===== src/hdl/heq_pkg.sv =====
// ----------------------------------------------------------------------------
// heq_pkg
// Shared types and codes for the haptic event qualifier.
// ----------------------------------------------------------------------------
package heq_pkg;

  // request action codes
  localparam logic [3:0] ACT_SELECT      = 4'd0;
  localparam logic [3:0] ACT_PICKUP      = 4'd1;
  localparam logic [3:0] ACT_DROP        = 4'd2;
  localparam logic [3:0] ACT_BOUNDARY    = 4'd3;
  localparam logic [3:0] ACT_DETENT      = 4'd4;
  localparam logic [3:0] ACT_CONFIRM     = 4'd5;
  localparam logic [3:0] ACT_PRESS       = 4'd6;
  localparam logic [3:0] ACT_TOGGLE      = 4'd7;
  localparam logic [3:0] ACT_SUCCESS     = 4'd8;
  localparam logic [3:0] ACT_ERROR       = 4'd9;
  localparam logic [3:0] ACT_SNAP        = 4'd10;
  localparam logic [3:0] ACT_LANE        = 4'd11;
  localparam logic [3:0] ACT_TRIM        = 4'd12;
  localparam logic [3:0] ACT_SET_ENABLED = 4'd13;
  localparam logic [3:0] ACT_RESET       = 4'd14;
  // spare code, ignored by the block
  localparam logic [3:0] ACT_UNUSED      = 4'd15;

  // actuator effect codes
  localparam logic [3:0] FX_SELECT   = 4'd0;
  localparam logic [3:0] FX_PICKUP   = 4'd1;
  localparam logic [3:0] FX_DROP     = 4'd2;
  localparam logic [3:0] FX_BOUNDARY = 4'd3;
  localparam logic [3:0] FX_DETENT   = 4'd4;
  localparam logic [3:0] FX_CONFIRM  = 4'd5;
  localparam logic [3:0] FX_PRESS    = 4'd6;
  localparam logic [3:0] FX_ON       = 4'd7;
  localparam logic [3:0] FX_OFF      = 4'd8;
  localparam logic [3:0] FX_SUCCESS  = 4'd9;
  localparam logic [3:0] FX_ERROR    = 4'd10;
  localparam logic [3:0] FX_SNAP     = 4'd11;

  // trim outcome codes
  localparam logic [1:0] TRIM_NONE    = 2'd0;
  localparam logic [1:0] TRIM_MOVED   = 2'd1;
  localparam logic [1:0] TRIM_SNAPPED = 2'd2;
  localparam logic [1:0] TRIM_BLOCKED = 2'd3;

  // configuration register indexes
  localparam logic REG_MIN_INTERVAL = 1'b0;
  localparam logic REG_SNAP_EPSILON = 1'b1;

  localparam logic [15:0] MIN_INTERVAL_RESET = 16'd40;
  localparam logic [15:0] SNAP_EPSILON_RESET = 16'd500;

  localparam logic signed [32:0] SNAP_NONE = -33'sd1;
  localparam logic signed [8:0]  LANE_NONE = -9'sd1;

  typedef struct packed {
    logic [15:0] min_interval_ms;
    logic [15:0] snap_epsilon_us;
  } cfg_t;

  typedef struct packed {
    logic [3:0]         action;
    logic [31:0]        now_ms;
    logic signed [32:0] target_us;
    logic signed [8:0]  lane_index;
    logic [1:0]         trim_outcome;
    logic               flag_on;
  } item_t;

  typedef struct packed {
    logic               enabled;
    logic [31:0]        last_fire_ms;
    logic signed [32:0] snap_latch;
    logic signed [8:0]  lane_latch;
    logic [1:0]         trim_latch;
  } state_t;

  typedef struct packed {
    logic       fired;
    logic [3:0] effect_code;
    logic       enabled_now;
  } result_t;

endpackage


===== src/hdl/heq_if.sv =====
// ----------------------------------------------------------------------------
// heq_if
// Valid/ready channels for haptic requests and qualifier results.
// ----------------------------------------------------------------------------
interface heq_req_if;
  logic               valid;
  logic               ready;
  logic [3:0]         action;
  logic [31:0]        now_ms;
  logic signed [32:0] target_us;
  logic signed [8:0]  lane_index;
  logic [1:0]         trim_outcome;
  logic               flag_on;

  modport source (
    output valid, action, now_ms, target_us, lane_index, trim_outcome, flag_on,
    input  ready
  );
  modport sink (
    input  valid, action, now_ms, target_us, lane_index, trim_outcome, flag_on,
    output ready
  );
endinterface

interface heq_res_if;
  logic       valid;
  logic       ready;
  logic       fired;
  logic [3:0] effect_code;
  logic       enabled_now;

  modport source (
    output valid, fired, effect_code, enabled_now,
    input  ready
  );
  modport sink (
    input  valid, fired, effect_code, enabled_now,
    output ready
  );
endinterface


===== src/hdl/heq_regs.sv =====
// ----------------------------------------------------------------------------
// heq_regs
// Configuration registers: minimum tick interval and snap epsilon.
// ----------------------------------------------------------------------------
module heq_regs (
  input  logic          clk,
  input  logic          rst,
  input  logic          cfg_we,
  input  logic          cfg_index,
  input  logic [15:0]   cfg_data,
  output heq_pkg::cfg_t cfg
);

  always_ff @(posedge clk) begin
    if (rst) begin
      cfg.min_interval_ms <= heq_pkg::MIN_INTERVAL_RESET;
      cfg.snap_epsilon_us <= heq_pkg::SNAP_EPSILON_RESET;
    end else if (cfg_we) begin
      case (cfg_index)
        heq_pkg::REG_MIN_INTERVAL: cfg.min_interval_ms <= cfg_data;
        heq_pkg::REG_SNAP_EPSILON: cfg.snap_epsilon_us <= cfg_data;
        default: ;
      endcase
    end
  end

endmodule


===== src/hdl/heq_decide.sv =====
// ----------------------------------------------------------------------------
// heq_decide
// Per-word decision: next latch state and the effect to issue, if any.
// ----------------------------------------------------------------------------
module heq_decide (
  input  heq_pkg::cfg_t    cfg,
  input  heq_pkg::state_t  st,
  input  heq_pkg::item_t   item,
  output heq_pkg::state_t  st_next,
  output heq_pkg::result_t res
);

  logic [31:0]        elapsed;
  logic               too_soon;
  logic signed [33:0] snap_diff;
  logic [33:0]        snap_abs;
  logic               snap_near;
  logic               want;
  logic               en_fire;
  logic [3:0]         code;
  logic               stackable;
  logic               fire;

  assign elapsed  = item.now_ms - st.last_fire_ms;
  assign too_soon = (st.last_fire_ms != 32'd0) && (elapsed < {16'd0, cfg.min_interval_ms});

  assign snap_diff = {item.target_us[32], item.target_us} - {st.snap_latch[32], st.snap_latch};
  assign snap_abs  = snap_diff[33] ? 34'(-snap_diff) : 34'(snap_diff);
  // only meaningful while a target is latched
  assign snap_near = !st.snap_latch[32] && (snap_abs < {18'd0, cfg.snap_epsilon_us});

  always_comb begin
    st_next = st;
    want    = 1'b0;
    code    = heq_pkg::FX_SELECT;
    en_fire = st.enabled;

    case (item.action)
      heq_pkg::ACT_SELECT: begin
        want = 1'b1;
        code = heq_pkg::FX_SELECT;
      end
      heq_pkg::ACT_PICKUP: begin
        want = 1'b1;
        code = heq_pkg::FX_PICKUP;
      end
      heq_pkg::ACT_DROP: begin
        st_next.snap_latch = heq_pkg::SNAP_NONE;
        st_next.lane_latch = heq_pkg::LANE_NONE;
        st_next.trim_latch = heq_pkg::TRIM_NONE;
        want = 1'b1;
        code = heq_pkg::FX_DROP;
      end
      heq_pkg::ACT_BOUNDARY: begin
        want = 1'b1;
        code = heq_pkg::FX_BOUNDARY;
      end
      heq_pkg::ACT_DETENT: begin
        want = 1'b1;
        code = heq_pkg::FX_DETENT;
      end
      heq_pkg::ACT_CONFIRM: begin
        want = 1'b1;
        code = heq_pkg::FX_CONFIRM;
      end
      heq_pkg::ACT_PRESS: begin
        want = 1'b1;
        code = heq_pkg::FX_PRESS;
      end
      heq_pkg::ACT_TOGGLE: begin
        want = 1'b1;
        code = item.flag_on ? heq_pkg::FX_ON : heq_pkg::FX_OFF;
      end
      heq_pkg::ACT_SUCCESS: begin
        want = 1'b1;
        code = heq_pkg::FX_SUCCESS;
      end
      heq_pkg::ACT_ERROR: begin
        want = 1'b1;
        code = heq_pkg::FX_ERROR;
      end
      heq_pkg::ACT_SNAP: begin
        if (item.target_us[32]) begin
          st_next.snap_latch = heq_pkg::SNAP_NONE;
        end else if (!snap_near) begin
          // latch moves even when the tick gets rate limited
          st_next.snap_latch = item.target_us;
          want = 1'b1;
          code = heq_pkg::FX_SNAP;
        end
      end
      heq_pkg::ACT_LANE: begin
        if (item.lane_index[8]) begin
          st_next.lane_latch = heq_pkg::LANE_NONE;
        end else if (item.lane_index != st.lane_latch) begin
          st_next.lane_latch = item.lane_index;
          // first lane after none is silent
          want = !st.lane_latch[8];
          code = heq_pkg::FX_DETENT;
        end
      end
      heq_pkg::ACT_TRIM: begin
        if (item.trim_outcome != heq_pkg::TRIM_NONE) begin
          st_next.trim_latch = item.trim_outcome;
          if (item.trim_outcome != st.trim_latch) begin
            case (item.trim_outcome)
              heq_pkg::TRIM_SNAPPED: begin
                want = 1'b1;
                code = heq_pkg::FX_SNAP;
              end
              heq_pkg::TRIM_BLOCKED: begin
                want = 1'b1;
                code = heq_pkg::FX_BOUNDARY;
              end
              default: ;
            endcase
          end
        end
      end
      heq_pkg::ACT_SET_ENABLED: begin
        if (item.flag_on != st.enabled) begin
          st_next.enabled    = item.flag_on;
          st_next.snap_latch = heq_pkg::SNAP_NONE;
          st_next.lane_latch = heq_pkg::LANE_NONE;
          st_next.trim_latch = heq_pkg::TRIM_NONE;
          en_fire = item.flag_on;
          want    = item.flag_on;
          code    = heq_pkg::FX_ON;
        end
      end
      heq_pkg::ACT_RESET: begin
        st_next.snap_latch = heq_pkg::SNAP_NONE;
        st_next.lane_latch = heq_pkg::LANE_NONE;
        st_next.trim_latch = heq_pkg::TRIM_NONE;
      end
      default: ;
    endcase

    stackable = (code == heq_pkg::FX_SELECT) || (code == heq_pkg::FX_DETENT) ||
                (code == heq_pkg::FX_PRESS)  || (code == heq_pkg::FX_SNAP);
    fire = want && en_fire && !(stackable && too_soon);

    if (fire) begin
      st_next.last_fire_ms = item.now_ms;
    end

    res.fired       = fire;
    res.effect_code = fire ? code : heq_pkg::FX_SELECT;
    res.enabled_now = st_next.enabled;
  end

endmodule


===== src/hdl/haptic_event_qualifier.sv =====
// ----------------------------------------------------------------------------
// haptic_event_qualifier
// Decides per haptic request whether an actuator effect fires.
// ----------------------------------------------------------------------------
// Usage:
//   req carries one request word (action, time stamp, snap target, lane,
//   trim outcome, flag). res carries one result word per request: fired,
//   effect code and the enable flag after the request.
//   cfg_we/cfg_index/cfg_data write the minimum tick interval (index 0) and
//   the snap epsilon (index 1); write only while no request is in flight.
// Timing and throughput:
//   a request's result is registered and shows on res in the cycle after it
//   is accepted; one request per cycle is taken while res is not held, set
//   by the single state update loop (latches and last fire time).
// Reset:
//   rst empties the result stage, enables the block, clears all latches,
//   marks the last fire time as never and loads the register defaults
//   (40 ms, 500 us). req.ready is low during reset.
// Stall:
//   while res is held, req.ready stays high only if the result is taken in
//   the same cycle, so the pending word is never overwritten.
// ----------------------------------------------------------------------------
module haptic_event_qualifier (
  input  logic        clk,
  input  logic        rst,
  heq_req_if.sink     req,
  heq_res_if.source   res,
  input  logic        cfg_we,
  input  logic        cfg_index,
  input  logic [15:0] cfg_data
);

  heq_pkg::cfg_t    cfg;
  heq_pkg::state_t  st;
  heq_pkg::state_t  st_next;
  heq_pkg::item_t   item;
  heq_pkg::result_t rslt_next;
  heq_pkg::result_t rslt;
  logic             out_valid;
  logic             accept;

  heq_regs u_regs (
    .clk       (clk),
    .rst       (rst),
    .cfg_we    (cfg_we),
    .cfg_index (cfg_index),
    .cfg_data  (cfg_data),
    .cfg       (cfg)
  );

  assign item.action       = req.action;
  assign item.now_ms       = req.now_ms;
  assign item.target_us    = req.target_us;
  assign item.lane_index   = req.lane_index;
  assign item.trim_outcome = req.trim_outcome;
  assign item.flag_on      = req.flag_on;

  heq_decide u_decide (
    .cfg     (cfg),
    .st      (st),
    .item    (item),
    .st_next (st_next),
    .res     (rslt_next)
  );

  assign req.ready = !rst && (!out_valid || res.ready);
  assign accept    = req.valid && req.ready;

  always_ff @(posedge clk) begin
    if (rst) begin
      st.enabled      <= 1'b1;
      st.last_fire_ms <= 32'd0;
      st.snap_latch   <= heq_pkg::SNAP_NONE;
      st.lane_latch   <= heq_pkg::LANE_NONE;
      st.trim_latch   <= heq_pkg::TRIM_NONE;
      out_valid       <= 1'b0;
    end else begin
      if (accept) begin
        st        <= st_next;
        out_valid <= 1'b1;
      end else if (res.ready) begin
        out_valid <= 1'b0;
      end
    end
  end

  // result word, no reset needed
  always_ff @(posedge clk) begin
    if (accept) begin
      rslt <= rslt_next;
    end
  end

  assign res.valid       = out_valid;
  assign res.fired       = rslt.fired;
  assign res.effect_code = rslt.effect_code;
  assign res.enabled_now = rslt.enabled_now;

endmodule


===== src/flat_wrapper.sv =====
// flat-port wrapper written by rule: the top's interface ports become plain ports
module haptic_event_qualifier_flat 
  (clk, rst, cfg_we, cfg_index, cfg_data, req_valid, req_action, req_now_ms, req_target_us, req_lane_index, req_trim_outcome, req_flag_on, req_ready, res_valid, res_fired, res_effect_code, res_enabled_now, res_ready);
  heq_req_if req_i ();
  heq_res_if res_i ();
  input  logic clk;
  input  logic rst;
  input  logic cfg_we;
  input  logic cfg_index;
  input  logic [15:0] cfg_data;
  input wire logic [$bits(req_i.valid)-1:0] req_valid;
  input wire logic [$bits(req_i.action)-1:0] req_action;
  input wire logic [$bits(req_i.now_ms)-1:0] req_now_ms;
  input wire logic [$bits(req_i.target_us)-1:0] req_target_us;
  input wire logic [$bits(req_i.lane_index)-1:0] req_lane_index;
  input wire logic [$bits(req_i.trim_outcome)-1:0] req_trim_outcome;
  input wire logic [$bits(req_i.flag_on)-1:0] req_flag_on;
  output wire logic [$bits(req_i.ready)-1:0] req_ready;
  output wire logic [$bits(res_i.valid)-1:0] res_valid;
  output wire logic [$bits(res_i.fired)-1:0] res_fired;
  output wire logic [$bits(res_i.effect_code)-1:0] res_effect_code;
  output wire logic [$bits(res_i.enabled_now)-1:0] res_enabled_now;
  input wire logic [$bits(res_i.ready)-1:0] res_ready;
  assign req_i.valid = req_valid;
  assign req_i.action = req_action;
  assign req_i.now_ms = req_now_ms;
  assign req_i.target_us = req_target_us;
  assign req_i.lane_index = req_lane_index;
  assign req_i.trim_outcome = req_trim_outcome;
  assign req_i.flag_on = req_flag_on;
  assign req_ready = req_i.ready;
  assign res_valid = res_i.valid;
  assign res_fired = res_i.fired;
  assign res_effect_code = res_i.effect_code;
  assign res_enabled_now = res_i.enabled_now;
  assign res_i.ready = res_ready;
  haptic_event_qualifier u_core (.clk(clk), .rst(rst), .req(req_i), .res(res_i), .cfg_we(cfg_we), .cfg_index(cfg_index), .cfg_data(cfg_data));
endmodule

===== config.mk =====
export PLATFORM = sky130hd
export DESIGN_NAME = haptic_event_qualifier_flat
export DESIGN_NICKNAME = d
export VERILOG_FILES = /design/src/hdl/heq_pkg.sv /design/src/hdl/heq_if.sv /design/src/hdl/heq_regs.sv /design/src/hdl/heq_decide.sv /design/src/hdl/haptic_event_qualifier.sv /design/src/flat_wrapper.sv
export SDC_FILE = /design/constraint.sdc
export NUM_CORES = 1
export LEC_CHECK = 0
export BUFFER_PORTS_ARGS = -buffer_cell sky130_fd_sc_hd__buf_2
export CORE_ASPECT_RATIO = 0.6
export CORE_MARGIN = 5
export CORE_UTILIZATION = 45
export DETAILED_ROUTE_END_ITERATION = 7
export SYNTH_ARGS = -nofsm -noshare
export SYNTH_HDL_FRONTEND = slang
export SYNTH_SLANG_ARGS = --single-unit

===== constraint.sdc =====
create_clock -name clk -period 18.3 [get_ports clk]
set_input_delay 2.745 -clock clk [delete_from_list [all_inputs] [get_ports clk]]
set_output_delay 2.745 -clock clk [all_outputs]
set_load 0.02 [all_outputs]

Word level (Yosys, flattened, before mapping)

Cells that the tools add are included.

Multiplexer cells: 33
Reduce and logical (&&, ||, !) cells: 33
Eq/ne operators: 26
Order comparisons: 2
Add/sub/neg operators: 3
Bitwise operators: 1

Operators with widths:

| operator                                                         | number |
|---|---|
| 33-bit one-hot mux with 3 select lines                           | 1 |
| 33-bit 2-to-1 mux                                                | 2 |
| 4-bit one-hot mux with 13 select lines                           | 1 |
| 44-bit 2-to-1 mux                                                | 1 |
| 34-bit by 16-bit less-than comparator with 1-bit output          | 1 |
| 34-bit 2-to-1 mux                                                | 1 |
| 34-bit negation                                                  | 1 |
| 33-bit by 33-bit subtractor with 34-bit output                   | 1 |
| 4-bit == test (second input constant)                            | 8 |
| 32-bit by 16-bit less-than comparator with 1-bit output          | 1 |
| 32-bit nonzero test                                              | 1 |
| 32-bit subtractor                                                | 1 |
| 9-bit one-hot mux with 3 select lines                            | 1 |
| 4-bit by 3-bit == test with 1-bit output (second input constant) | 6 |
| 4-bit 2-to-1 mux                                                 | 6 |
| 9-bit 2-to-1 mux                                                 | 2 |
| 1-bit 2-to-1 mux                                                 | 12 |
| 4-bit AND reduction                                              | 3 |
| 10-bit OR reduction                                              | 1 |
| 9-bit inequality test                                            | 1 |
| 3-bit nonzero test                                               | 3 |
| 4-bit by 2-bit == test with 1-bit output (second input constant) | 2 |
| 4-bit zero test                                                  | 2 |
| 4-bit one-hot mux with 2 select lines                            | 1 |
| 17 further kinds                                                 | 38 |

Output and inout port bits: 8
Bits in registers: 116
Logic and storage cells: 109

Logic depth before layout (Yosys ltp)

Word-level depth: 16
Gate-level depth with buffers: 28

Hierarchy

From an unflattened synthesis, not the netlist that was laid out.

Cell total of the unflattened synthesis: 1709
Area total of the unflattened synthesis: 13153.9 µm²

Modules (own cells, without submodules):

| module                 | times used | area an instance (µm²) | seq. area each (µm²) | cells each |
|---|---|---|---|---|
| heq_decide             | 1          | 8358.0                 | 0.0                  | 1234 |
| haptic_event_qualifier | 1          | 3459.6                 | 1741.7               | 347 |
| heq_regs               | 1          | 1336.3                 | 640.6                | 128 |

Worst setup path before layout

OpenSTA, ideal clock, no wires.

Path kind: input -> register
Start point: input req_target_us[17]
End point: register u_core.st[54] (netlist name)
Stages: 25
Data arrival time: 7805 ps
Required time: 18179 ps
Path buffers: 3
Path slack: 10374 ps
Library setup time: 121 ps
Cells stage by stage: ha_1 clkbuf_1 nand2_1 nor4_1 a21boi_1 o211ai_1 a21oi_1 clkbuf_1 a31oi_1 xor2_1 ha_1 o21a_1 o21ai_0 a21oi_1 o21a_1 o2111ai_1 and3_1 o221ai_1 a221oi_1 o2111a_1 nand4_2 o31a_4 o211ai_4 buf_12 mux2_4

Cells in the longest elaborated chain, start to end: 16
Elaborated cells between the ends (all ways): 23

Ends and longest elaborated chain:

| item                                                                               | RTL line           | source |
|---|---|---|
| start: declaration                                                                 | flat_wrapper.sv:14 | `input wire logic [$bits(req_i.target_us)-1:0] req_target_us;` |
| 33-bit by 33-bit subtractor with 34-bit output (*)                                 | heq_decide.sv:27   | `assign snap_diff = {item.target_us[32], item.target_us} - {st.snap_latch[32], st.snap_latch};` |
| 34-bit negation                                                                    | heq_decide.sv:28   | `assign snap_abs = snap_diff[33] ? 34'(-snap_diff) : 34'(snap_diff);` |
| 34-bit 2-to-1 mux (*)                                                              | heq_decide.sv:28   |  |
| 34-bit by 16-bit less-than comparator with 1-bit output (*)                        | heq_decide.sv:30   | `assign snap_near = !st.snap_latch[32] && (snap_abs < {18'd0, cfg.snap_epsilon_us});` |
| 1-bit logical AND (*)                                                              | heq_decide.sv:30   |  |
| 4-bit 2-to-1 mux                                                                   | heq_decide.sv:85   | `end else if (!snap_near) begin` |
| 4-bit 2-to-1 mux                                                                   | heq_decide.sv:83   | `if (item.target_us[32]) begin` |
| 4-bit one-hot mux with 13 select lines                                             | heq_decide.sv:38   | `case (item.action)` |
| 4-bit by 3-bit == test with 1-bit output / 4-bit zero test (equally long branches) | heq_decide.sv:139  | `stackable = (code == heq_pkg::FX_SELECT) \|\| (code == heq_pkg::FX_DETENT) \|\|` |
| 1-bit logical OR (2 in a row)                                                      | heq_decide.sv:139  |  |
| 1-bit logical OR                                                                   | heq_decide.sv:140  | `(code == heq_pkg::FX_PRESS) \|\| (code == heq_pkg::FX_SNAP);` |
| 1-bit logical AND                                                                  | heq_decide.sv:141  | `fire = want && en_fire && !(stackable && too_soon);` |
| 1-bit zero test                                                                    | heq_decide.sv:141  |  |
| 1-bit logical AND (*)                                                              | heq_decide.sv:141  |  |
| 2-bit AND reduction (no source line) (*)                                           | -                  |  |

Mark *: on every way between the ends. The rest lies on a longest branch, timed or not.
A chain may end at the register's enable or synchronous reset.

Worst setup path after layout

Start point: input req_now_ms[0]
End point: register u_core.st[75] (netlist name)

Cells in the longest elaborated chain, start to end: 7

Ends and longest elaborated chain:

| item                                                    | RTL line           | source |
|---|---|---|
| start: declaration                                      | flat_wrapper.sv:13 | `input wire logic [$bits(req_i.now_ms)-1:0] req_now_ms;` |
| 32-bit subtractor                                       | heq_decide.sv:24   | `assign elapsed = item.now_ms - st.last_fire_ms;` |
| 32-bit by 16-bit less-than comparator with 1-bit output | heq_decide.sv:25   | `assign too_soon = (st.last_fire_ms != 32'd0) && (elapsed < {16'd0, cfg.min_interval_ms});` |
| 1-bit logical AND                                       | heq_decide.sv:25   |  |
| 1-bit logical AND                                       | heq_decide.sv:141  |  |
| 1-bit zero test                                         | heq_decide.sv:141  |  |
| 1-bit logical AND                                       | heq_decide.sv:141  |  |
| 2-bit AND reduction (no source line)                    | -                  |  |

No other way between the ends.

==> impl_metrics.csv <==
group,metric,value,unit
die,die_h,130,um
timing,fmax,111,MHz
worst_setup_path,worst_setup_path_end_kind,"flip-flop",
synth,ys_ff_latch,116,
placed_design,dpl.hpwl,25200,um
timing,period_share,49.3,%
worst_setup_path,cp_slowest_stage_delay,530,ps
timing,setup_viol,0,
route,drt-total-wl,32100,um
outcome,outcome,"complete, no violations",
die,die_area,27300,um2
synth,synth_most_common_cell,"nor2_1",
route,drc_errors,0,
synth,avgSynthCellArea,7.63,um2
pwr,pwr-share-comb,28.6,%
die,dieWidth,210,um
die,ios,111,
layout,nets,1699,
clock_network,clk_path_buf_depth,2,
die,start_util,46.3,%
clock_network,clock-sinks,116,
pwr,p_sw_share,33.0,%
synth,syn_nets,1617,
layout,seq_area,2380,um2
placed_design,gp_congestion,0.960,
worst_setup_path,timing.rr.start,"u_core.st[44]$_SDFFE_PP0P_",
synth,synth_ff_type,"dfxtp_1",
layout,fillers,2346,
synth,synth_top_area_cell,"dfxtp_1",
worst_setup_path,startpoint_type,"input port",
worst_setup_path,worstPathRequired,18620,ps
synth,synthArstFlopShare,0,%
clock_network,cts_buffers,17,
worst_setup_path,r2r-end,"u_core.st[75]$_SDFFE_PP0P_",
pwr,irDropWorstVdd,0.0597,mV
route,dr.pass1.iters,5,
worst_hold_path,holdPathStages,2,
pwr,p_leak,5.44,nW
die,core-area,23300,um2
timing,fin_ws,9270,ps
synth,synth_common_cells,"180 x nor2_1, 140 x nand2_1, 133 x inv_1",
layout,drive_gt1_share,14.3,%
global_routing,overflow,0,
clock_network,clkTransAtPathRegs,60,ps
worst_setup_path,arrival,9350,ps
pwr,p_per_area,71.8,nW/um2
worst_hold_path,min_to,"u_core.u_regs.cfg[17]$_SDFFE_PP0P_",
timing,setup_tns,0,ps
synth,ys_warn_count,0,
clock_network,cts_resized,0,
synth,synth_area,10800,um2
timing,tightest_slew,1220,ps
global_routing,grt_pass1_vias,9488,
placed_design,io_buffers,110,
route,viasPerCell,5.68,
pwr,power.share.clock,40.2,%
synth,synth_top_area_share,20.4,%
timing,fin_worst_skew,10.1,ps
global_routing,grt_antenna_before_repair,2,
clock_network,cts_htree_levels,4,
worst_hold_path,hold_path_startpoint,"u_core.u_regs.cfg[17]$_SDFFE_PP0P_",
worst_setup_path,path_max_fanout,32,
layout,final_cell_count_no_fill,1827,
worst_hold_path,hold_class,"flip-flop to flip-flop",
layout,area_growth_syn_to_layout,12.1,%
synth,netlist_instances,1416,
worst_setup_path,criticalPathCategory,"input port to flip-flop",
global_routing,grt_pass1_wl,51500,um
flow_run,maxCapViolCount,0,
route,drtIter0Drc,1005,
synth,synth_edf_count,6,
clock_network,ctsRootBufferMaster,"clkbuf_16",
global_routing,grt_max_degree,73,
timing,hold_viol_final,0,
route,vias,10400,
synth,ys_types,92,
route,avgRoutedWirePerCell,17.6,um
synth,yosys-top-cells-area,"dfxtp_1 20%, ha_1 11%, nor2_1 6.3%",
layout,multi_input_comb_area,7650,um2
layout,final_util,51.9,%
timing,rsz0062_at_grt,"false",
synth,ys_seq_area_share,22.0,%
placed_design,place_ws,8980,ps
clock_network,cts_hold_buf,0,
placed_design,placed_cells,1794,
timing,timing.final.max_slew_violations,0,
worst_setup_path,r2r_cells,25,
clock_network,insertion_delay,430,ps
clock_network,post-cts-setup-buffer-count,0,
die,rows,43,
route,drtAntennaViolNets,0,
pwr,seq_power_share,31.2,%
clock_network,cts_tree,"yes",
worst_setup_path,r2r_slack,11370,ps
pwr,internal_power,0.583,mW
timing,fin_crit,9030,ps
pwr,p_switching,0.287,mW
worst_setup_path,slowest_stage,"buf_4",
timing,maxSlewHeadroom,18.7,%
global_routing,grt_util_all_layers,23.5,%
[per-stage QoR]
stage / cell area (um2) / total power, mW / hold slack [ps]
finish: 12100 / 0.870 / 454
CTS: 12100 / 0.875 / 456
detailed placement: 11500 / 0.520 / 448
global placement: 11500 / 0.516 / 446
global route: 12100 / 0.919 / 478
floorplan: 10800 / 0.452 / 434
[worst max path at each step]
stage,to,from,slack [ps]
4_1_cts,u_core.st[75]$_SDFFE_PP0P_,req_now_ms[0],9420
3_3_place_gp,u_core.st[75]$_SDFFE_PP0P_,req_now_ms[0],9040
6_report,u_core.st[75]$_SDFFE_PP0P_,req_now_ms[0],9270
3_5_place_dp,u_core.st[75]$_SDFFE_PP0P_,req_now_ms[0],8980
5_1_grt,u_core.st[75]$_SDFFE_PP0P_,req_now_ms[0],8830
2_1_floorplan,u_core.st[54]$_SDFFE_PP0P_,req_target_us[17],10370
[layer usage]
layer	global-route usage (%)	up-vias	wire [um]
met1	38.2	4783	17500
met5	0	-	13
li1	-	5181	-
met4	5.33	2	383
met3	7.21	38	3070
met2	28.7	381	11100
[cell families (layout without fill, tap and decap cells)]
group,after synthesis,in the layout,synth area share [%]
xor gates and xnor gates,69,69,5.59
DFF,116,116,22.0
and+or+nand+nor,521,521,23.2
adders and majority gates,98,98,11.5
other,0,1,0
muxes,72,72,8.05
AOI/OAI and AO/OA,354,354,22.4
buffers and inverters,186,281,7.20
[registers in the layout (all words and copies together) (netlist names)]
register / flops
u_core.res.enabled_now: 1
u_core.res.fired: 1
u_core.u_regs.cfg: 32
u_core.st: 77
u_core.res.effect_code: 4
u_core.res.valid: 1
[power groups by stage]
stage | Sequential [mW] | Combinational [mW] | Clock (mW)
final | 0.272 | 0.249 | 0.350
after global routing | 0.273 | 0.278 | 0.368
after CTS | 0.272 | 0.244 | 0.359
after detailed placement | 0.277 | 0.243 | 0
after global placement | 0.277 | 0.239 | 0
after floorplan | 0.276 | 0.176 | 0
[final cells by class]
class                           instances  share of cell area (%)
Clock buffer                           24                    4.14
Inverter                              134                    4.15
Tap cell                              315                    3.25
Sequential cell                       116                    19.7
Antenna cell                            1                  0.0206
Timing Repair Buffer                  115                    4.87
Multi-Input combinational cell       1114                    63.1
Clock inverter                          8                   0.816
[cell usage in the layout (no fill, tap or decap), types with 8 or more instances in the layout]
master	n
o22ai_1	8
mux2_4	29
a31oi_1	12
nand2b_1	15
dfxtp_1	110
nand2_1	140
o21bai_1	16
nor3b_1	9
o21a_1	11
buf_2	109
nor4_1	23
nand3_1	22
o31ai_1	12
or3_1	14
a211oi_1	12
nor2_1	180
o211ai_1	9
a21oi_1	107
ha_1	96
a21o_1	23
o21ai_1	9
nor2b_1	16
nor3_1	23
mux2i_1	40
a211o_1	9
o21ai_0	54
nand4_1	19
clkbuf_16	17
and3_1	13
xor2_1	31
xnor2_1	38
inv_1	133
[worst max-delay path, delay by kind of cell]
family	cells	cell delay, ps
AO/OA/AOI/OAI	13	3440
XOR/XNOR	1	110
adder cells (fa/ha/maj)	3	840
buffers and inverters	4	760
multiplexers	1	400
AND/OR/NAND/NOR	5	1020
Note: power is estimated with default switching activity, not from simulation.
